### config.mk
export PLATFORM = sky130hd
export DESIGN_NAME = osrb_ctrl
export DESIGN_NICKNAME = d
export VERILOG_FILES = /design/src/rtl/osrb_pkg.sv /design/src/rtl/osrb_ctrl.sv
export SDC_FILE = /design/constraint.sdc
export NUM_CORES = 1
export LEC_CHECK = 0
export ABC_AREA = 1
export BUFFER_PORTS_ARGS = -buffer_cell sky130_fd_sc_hd__buf_2
export CORE_AREA = 2 2 39 41
export CTS_BUF_LIST = sky130_fd_sc_hd__clkbuf_8
export DETAILED_ROUTE_END_ITERATION = 10
export DIE_AREA = 0 0 41 43
export MAX_ROUTING_LAYER = met4
export PLACE_DENSITY = 0.61
export SLEW_MARGIN = 20
export SYNTH_ARGS = -nofsm -noshare
export SYNTH_HDL_FRONTEND = slang
export SYNTH_SLANG_ARGS = --single-unit
### constraint.sdc
create_clock -name clk -period 2.3 [get_ports clk]
set_input_delay 0.46 -clock clk [delete_from_list [all_inputs] [get_ports clk]]
set_output_delay 0.46 -clock clk [all_outputs]
set_load 0.01 [all_outputs]
### src/rtl/osrb_pkg.sv
`default_nettype none
package osrb_pkg;
  localparam int DEPTH = 4096;
  localparam int AW = $clog2(DEPTH);
  localparam int CW = AW + 1;
  localparam int SW = 24;
  localparam int SUMW = SW + CW;

  typedef enum logic [2:0] {
    CMD_PUSH = 3'd0, CMD_DROP = 3'd1, CMD_READ = 3'd2,
    CMD_CHREAD = 3'd3, CMD_STATS = 3'd4, CMD_CLEAR = 3'd5
  } cmd_t;

  typedef enum logic [2:0] {
    ST_IDLE, ST_CHDIV, ST_RDWAIT, ST_SCAN, ST_MEAN, ST_DIV, ST_OUT
  } state_t;

  typedef struct packed {
    logic load;
    logic exec;
    logic div_start;
    logic scan_start;
    logic scan_step;
    logic mean_start;
    logic rd_issue;
    logic finish;
    logic out_load;
  } ctl_t;

  typedef struct packed {
    logic div_done;
    logic scan_last;
    logic out_full;
    logic [2:0] cmd;
  } sts_t;
endpackage
`default_nettype wire

### src/rtl/osrb_ctrl.sv
`default_nettype none
module osrb_ctrl (
  input  wire logic            clk,
  input  wire logic            rst_n,
  input  wire logic            in_valid,
  output logic                 in_ready,
  input  wire osrb_pkg::sts_t  sts,
  output osrb_pkg::ctl_t       ctl
);
  import osrb_pkg::*;
  state_t st_r, st_nxt;

  always_ff @(posedge clk) begin
    if (!rst_n) st_r <= ST_IDLE;
    else st_r <= st_nxt;
  end

  always_comb begin
    st_nxt = st_r;
    ctl = '0;
    in_ready = 1'b0;
    unique case (st_r)
      ST_IDLE: begin
        in_ready = !sts.out_full;
        if (in_valid && !sts.out_full) begin
          ctl.load = 1'b1;
          if (sts.cmd == CMD_CHREAD) begin
            ctl.div_start = 1'b1;
            st_nxt = ST_CHDIV;
          end else if (sts.cmd == CMD_READ) begin
            ctl.rd_issue = 1'b1;
            st_nxt = ST_RDWAIT;
          end else if (sts.cmd == CMD_STATS) begin
            ctl.scan_start = 1'b1;
            st_nxt = ST_SCAN;
          end else begin
            ctl.exec = 1'b1;
            ctl.out_load = 1'b1;
          end
        end
      end
      ST_CHDIV: if (sts.div_done) begin
        ctl.rd_issue = 1'b1;
        st_nxt = ST_RDWAIT;
      end
      ST_RDWAIT: st_nxt = ST_OUT;
      ST_SCAN: begin
        ctl.scan_step = 1'b1;
        if (sts.scan_last) st_nxt = ST_MEAN;
      end
      // sum holds the last sample from here on
      ST_MEAN: begin
        ctl.mean_start = 1'b1;
        st_nxt = ST_DIV;
      end
      ST_DIV: if (sts.div_done) st_nxt = ST_OUT;
      ST_OUT: if (!sts.out_full) begin
        ctl.finish = 1'b1;
        ctl.out_load = 1'b1;
        st_nxt = ST_IDLE;
      end
      default: st_nxt = ST_IDLE;
    endcase
  end
endmodule
`default_nettype wire

# After elaboration in Yosys (flattened, before gate mapping)
# Cells that the tools add are included.
[totals]
regBits = 3
in_bits = 9
out_inout_bits = 10
wordCells = 50
[op_classes]
eq_ne = 15
mux = 30
n_reduce_logical = 4
[op_table]
columns = ["op", "count"]
rows = [
  ["$mux W3", 8],
  ["$pmux W3 S7", 1],
  ["$mux W1", 16],
  ["$eq A3 B2 Y1 const B", 4],
  ["$eq A3 B3 Y1 const B", 4],
  ["$ne A2 B2 Y1 const B", 5],
  ["$mux W4", 2],
  ["$reduce_and A6 Y1", 1],
  ["$ne A4 B4 Y1 const B", 1],
  ["$pmux W1 S2", 2],
  ["$eq A3 B1 Y1 const B", 1],
  ["$logic_not A3 Y1", 1],
  ["$mux W2", 1],
  ["$logic_and A1 B1 Y1", 1],
  ["$logic_not A1 Y1", 1],
]

# Longest topological paths before layout
# Gate-level depths: netlist (run 1).
[depth]
depth_word = 6
mapped_depth = 9
depth_no_buf = 9

# Worst setup path before layout (run 1)
# No wires, ideal clock.
[synth_timing]
kind = "flip-flop to output port"
from = "register st_r[2]"
to = "output port ctl[2] (netlist name)"
arrival_time_ns = 1.076
t_required_ns = 1.840
setup_slack_ns = 0.764
stages_incl_launch_ff = 9
n_path_buf = 0
path_cell_list = "dfxtp_1 -> inv_2 -> nand2_2 -> nor2_4 -> inv_2 -> nor2_4 -> inv_2 -> nor2_2 -> o21a_1"
[synth_rtl]
columns = ["element", "line", "rtl"]
rows = [
  ["from (decl)", "osrb_ctrl.sv:11", "state_t st_r, st_nxt;"],
  ["from (signal assigned)", "osrb_ctrl.sv:15", "else st_r <= st_nxt;"],
  ["to (decl)", "osrb_ctrl.sv:8", "output osrb_pkg::ctl_t ctl"],
]

==> results.sh, run 1 <==
export IMPL_drive_gt1_share_pct=38.2
export IMPL_synth_nets=78
export IMPL_cap_violations=0
export IMPL_rows=14
export IMPL_clock_path_buffers=2
export IMPL_cp_cell_sequence="inv_1 -> nand2_2 -> nor2_4 -> inv_2 -> nor2_4 -> inv_2 -> nor2_2 -> o21a_1 -> buf_2"
export IMPL_fin_tns_setup_ns=0
export IMPL_ctsRootBufferMaster="clkbuf_8"
export IMPL_ios=19
export IMPL_skew_ns=0.00108
export IMPL_fill_cells=166
export IMPL_drc=0
export IMPL_grt_total_usage_pct=13.9
export IMPL_multi_input_area_um2=293
export IMPL_crit_slowest_cell="dfxtp_1"
export IMPL_p_leak_nw=0.318
export IMPL_fin_crit_ns=1.85
export IMPL_hold_viol=0
export IMPL_relSlewSlack_pct=75.6
export IMPL_setup_violations=0
export IMPL_layout_area_overhead_vs_synth_pct=36.7
export IMPL_port_buffers=18
export IMPL_initial_utilization_pct=29.8
export IMPL_post_cts_setup_buffers=0
export IMPL_grt_pass1_wl_um=1550
export IMPL_clk_pin_slew_worst_paths_ns=0.03
export IMPL_critPathMaxFanout=4
export IMPL_max_stage_delay_ns=0.33
export IMPL_postLayoutCoreUtil_pct=40.8
export IMPL_synth_cell_types=20
export IMPL_min_path_type="input port to flip-flop"
export IMPL_max_freq_ghz=0.541
export IMPL_final_antenna_net_count=0
export IMPL_synth_seq_area_share_pct=14.5
export IMPL_status="finished clean"
export IMPL_cts_buffers=3
export IMPL_cts_sinks=3
export IMPL_period_share_pct=80.3
export IMPL_antenna_found_initial=0
export IMPL_fin_nets=101
export IMPL_synth_seq_cells=3
export IMPL_cts_tree="built"
export IMPL_largest_register="st_r"
export IMPL_gp_congestion=0.858
export IMPL_vias=461
export IMPL_rsz0062_at_grt="no"
export IMPL_critPathKind="flip-flop to output port"
export IMPL_synthCells=67
export IMPL_cts_resized_gates=0
export IMPL_grt_ovfl_total=0
export IMPL_grt_pass1_vias=405
export IMPL_synth_warnings=0
export IMPL_p_per_area_nw_per_um2=1350
export IMPL_vdd_drop_max_uv=603
export IMPL_dieHeight_um=43
export IMPL_worstPathRequired_ns=1.84
export IMPL_largest_reg_flops=3
export IMPL_end_kind="output port"
export IMPL_clkLatencyLatePin_ns=0.21
export IMPL_n_antenna_cell=0
export IMPL_htree_levels=1
export IMPL_viasPerCell=4.39
export IMPL_hpwl_um=736
export IMPL_syn_area_um2=413
export IMPL_regArea_um2=60.1
export IMPL_core_area_um2=1380
export IMPL_rrSetupSlack_ns=0.99
export IMPL_grt_max_degree=10
export IMPL_synth_avg_cell_area_um2=6.16
export IMPL_arrival_ns=1.39
export IMPL_maxSlewViolCount=0
export IMPL_critPathLaunchType="flip-flop"
export IMPL_die_area_um2=1760
export IMPL_first_iter_violations=5
export IMPL_largestRegisters="st_r x3"
export IMPL_drt_first_pass_iters=3
export IMPL_ctsHoldBuffers=0
export IMPL_post_drt_wl_per_cell_um=8.76
export IMPL_die_w_um=41
export IMPL_worst_slew_pin_slew_ns=0.365
export IMPL_totalWireLength_um=920
==> worst max-delay path: cells and delay by family (launching register included) <==
family	cells	cell delay, ns
flops	1	0.33
simple gates	4	0.37
compound gates	1	0.11
buf+inv	4	0.37
==> synthesized netlist by cell type, drive strengths merged <==
master	n	area share, %
nor3	1	1.2
o22ai	1	1.5
dfxtp	3	15
buf	1	2.7
nor2	17	22
a21oi	3	3.6
o21bai	1	1.8
nand2	15	17
inv	13	12
ha	2	6.1
nand3b	1	1.8
o21a	1	1.8
nand3	5	6.1
nand4	3	8.2
==> per-layer routing <==
layer  vias up  track usage [%]  share of wire, %
li1        252                -                 -
met1       198             15.8                45
met2        11             19.4                49
met3         0             4.71               6.0
met4         0             10.0                 0
met5         -                -                 0
==> path summary, 6_finish.rpt <==
path,start,to,depth (start not counted)
setup reg to reg,st_r[1],st_r[1],7
hold reg to reg,st_r[0],st_r[0],2
setup / recovery,st_r[0],ctl[2],9
hold / removal,rst_n,st_r[2],3
==> cell type report <==
cell class                 count  area share (%)
inverter                      13            8.65
clock buffer                   3            7.32
tap                           16            3.55
multi-input combinational     50            51.9
timing repair buffer          19            17.3
sequential                     3            10.6
clock inverter                 1           0.665
==> through the flow <==
stage | worst slack [ns] | hold WS [ns] | total power, W | instances | instance area [um2]
2_1_floorplan | 0.764 | 0.496 | 0.000513 | 67 | 413
3_3_place_gp | 0.588 | 0.532 | 0.000623 | 101 | 519
3_5_place_dp | 0.599 | 0.538 | 0.000622 | 101 | 519
4_1_cts | 0.423 | 0.494 | 0.000777 | 105 | 564
5_1_grt | 0.331 | 0.503 | 0.000854 | 105 | 564
6_report | 0.452 | 0.501 | 0.000764 | 105 | 564
==> where the power goes <==
group          leakage (nW)  internal [W]  switching (W)
clock network        0.0269      0.000113      0.0000332
logic                 0.266      0.000194       0.000310
registers            0.0248     0.0000784      0.0000352
total                 0.318      0.000386       0.000378
==> cells in the final DEF (no fill, tap or decap) <==
cell type / n
a21oi_1: 3
buf_2: 18
buf_4: 1
clkbuf_8: 3
dfxtp_1: 3
ha_1: 2
inv_1: 11
inv_2: 3
nand2_1: 12
nand2_2: 2
nand2_4: 1
nand3_1: 5
nand3b_1: 1
nand4_1: 2
nand4_4: 1
nor2_1: 12
nor2_2: 2
nor2_4: 3
nor3_1: 1
o21a_1: 1
o21bai_1: 1
o22ai_1: 1
==> cell families after synthesis <==
logic type,synth area share [%]
compound gates,8.79
fa+ha+maj,6.06
buf+inv,14.5
flops,14.5
simple gates,56.1
Power figures use the tool's default switching activity.
==> inputs of run 2 (changes only) <==
clock period = 1.77 ns   (was 2.3 ns; I/O delays follow)
==> run 2 against run 1 <==
Against the previous run:
- sequential power rose by 32%
- clock skew fell by 0.00083 ns
- first-iteration DRC count rose by 40%
- clock power rose by 30%
- largest cell class unchanged
==> results.sh, run 2 (synthesized netlist as in run 1, its figures left out) <==
export IMPL_status="finished clean"
export IMPL_maxSlewViolCount=0
export IMPL_mostFrequentLayoutCells="buf_2 (18), nor2_1 (12), nand2_1 (12), inv_1 (10), nand3_1 (5)"
export IMPL_dpl_worst_slack_ns=0.261
export IMPL_grt_ovfl_total=0
export IMPL_max_stage_delay_ns=0.33
export IMPL_hold_depth=3
export IMPL_largest_register="st_r"
export IMPL_fin_ws_ns=0.0782
export IMPL_rrSetupSlack_ns=0.49
export IMPL_largest_reg_flops=3
export IMPL_worstPathRequired_ns=1.42
export IMPL_critPathKind="flip-flop to output port"
export IMPL_drt_first_pass_iters=5
export IMPL_worstHoldStart="rst_n"
export IMPL_largestRegisters="st_r x3"
export IMPL_rsz0062_at_grt="yes"
export IMPL_first_iter_violations=7
export IMPL_htree_levels=1
export IMPL_timing_critical_path_buf_inv=4
export IMPL_dp_cells=101
export IMPL_clk_pin_slew_worst_paths_ns=0.03
export IMPL_fin_nets=102
export IMPL_cts_sinks=3
export IMPL_initial_utilization_pct=29.8
export IMPL_n_antenna_cell=0
export IMPL_cp_cell_sequence="inv_2 -> nand2_2 -> nor2_4 -> inv_2 -> nor2_4 -> inv_2 -> nor2_2 -> o21a_1 -> buf_2"
export IMPL_core_area_um2=1380
export IMPL_end_kind="output port"
export IMPL_crit_family="simple AND/OR/NAND/NOR gates"
export IMPL_relSlewSlack_pct=77.0
export IMPL_post_drt_wl_per_cell_um=8.58
export IMPL_die_area_um2=1760
export IMPL_arrival_ns=1.34
export IMPL_p_per_area_nw_per_um2=1770
export IMPL_vias=477
export IMPL_antenna_found_initial=0
export IMPL_fill_cells=153
export IMPL_grt_pass1_vias=366
export IMPL_critPathMaxFanout=4
export IMPL_totalWireLength_um=909
export IMPL_cpMostUsedCell="inv_2"
export IMPL_cts_buffers=3
export IMPL_viasPerCell=4.50
export IMPL_fin_crit_ns=1.69
export IMPL_layout_area_overhead_vs_synth_pct=38.8
export IMPL_holdPathEnd="st_r[0]"
export IMPL_cts_tree="built"
export IMPL_worst_hold_slack_ns=0.386
export IMPL_p_leak_nw=0.322
export IMPL_rr_startpoint="st_r[1]"
export IMPL_crit_slowest_cell="dfxtp_2"
export IMPL_setup_violations=0
export IMPL_fin_cells=106
export IMPL_vdd_drop_max_uv=897
export IMPL_grt_total_usage_pct=12.7
export IMPL_hpwl_um=713
export IMPL_grt_pass1_wl_um=1440
export IMPL_dieHeight_um=43
export IMPL_ios=19
export IMPL_clock_path_buffers=2
export IMPL_hold_viol=0
export IMPL_critPathLaunchType="flip-flop"
export IMPL_finalInstanceArea_um2=573
export IMPL_clkLatencyLatePin_ns=0.21
export IMPL_skew_ns=0.000246
export IMPL_drive_gt1_share_pct=41.1
export IMPL_placed_cell_area_um2=519
export IMPL_die_w_um=41
export IMPL_ctsRootBufferMaster="clkbuf_8"
export IMPL_port_buffers=18
export IMPL_reg2reg_depth=7
export IMPL_drc=0
export IMPL_max_freq_ghz=0.591
export IMPL_r2r_end="st_r[1]"
export IMPL_final_common_cell="buf_2"
export IMPL_min_path_type="input port to flip-flop"
export IMPL_final_antenna_net_count=0
export IMPL_worst_slew_pin_slew_ns=0.345
export IMPL_gp_congestion=0.797
export IMPL_grt_max_degree=10
export IMPL_postLayoutCoreUtil_pct=41.4
export IMPL_period_share_pct=95.6
export IMPL_cap_violations=0
export IMPL_rows=14
==> run 2: cell count changes in the layout (fill, tap and decap cells not counted) <==
cell	delta
buf_4	+1
dfxtp_1	-1
dfxtp_2	+1
inv_1	-1
inv_2	+1
==> run 2: worst reg2reg max path: cells and delay by family (launching register included) <==
family | cells | cell delay (ns)
flip-flops | 1 | 0.51
AND/OR/NAND/NOR | 7 | 0.66
==> run 2: cell type report <==
class / instances / area (um2) / share of cell area (%)
Tap cell: 16 / 20.0 / 3.49
Timing Repair Buffer: 20 / 105 / 18.3
Clock buffer: 3 / 41.3 / 7.21
Clock inverter: 1 / 3.75 / 0.655
Inverter: 13 / 48.8 / 8.52
Sequential cell: 3 / 61.3 / 10.7
Multi-Input combinational cell: 50 / 293 / 51.1
==> run 2: report_power, final <==
group | switching, W | internal (W) | leakage (nW) | total (W)
clock network | 0.0000436 | 0.000147 | 0.0269 | 0.000191
logic | 0.000403 | 0.000268 | 0.270 | 0.000670
registers | 0.0000460 | 0.000105 | 0.0251 | 0.000151
total | 0.000492 | 0.000520 | 0.322 | 0.00101
==> run 2: metal layers <==
metal  share of wire [%]  global-route usage [%]  up-vias
li1                    -                       -      255
met1                  44                    15.9      207
met2                  50                    15.6       15
met3                 5.8                    4.71        0
met4                   0                    10.0        0
met5                   0                       -        -
==> run 2: how the worst max path moves through the flow <==
| stage | to | cells past startpoint | slack [ns] | startpoint |
|---|---|---|---|---|
| 2_1_floorplan | ctl[2] | 8 | 0.34 | st_r[2] |
| 3_3_place_gp | ctl[2] | 9 | 0.27 | st_r[0] |
| 3_5_place_dp | ctl[2] | 9 | 0.26 | st_r[0] |
| 4_1_cts | ctl[2] | 9 | 0.02 | st_r[0] |
| 5_1_grt | ctl[2] | 9 | -0.04 | st_r[0] |
| 6_report | ctl[2] | 9 | 0.08 | st_r[0] |
==> run 2: repair_timing <==
item                       CTS  global route
hold buffers                 0             0
buffers inserted             0             1
setup endpoints to repair    0             5
gates resized for setup      0             2
==> run 2: stage by stage <==
stage	power, W	TNS [ns]
after floorplan	0.000666	0
after global placement	0.000799	0
after detailed placement	0.000799	0
after CTS	0.00100	0
after global routing	0.00113	-0.0404
final	0.00101	0
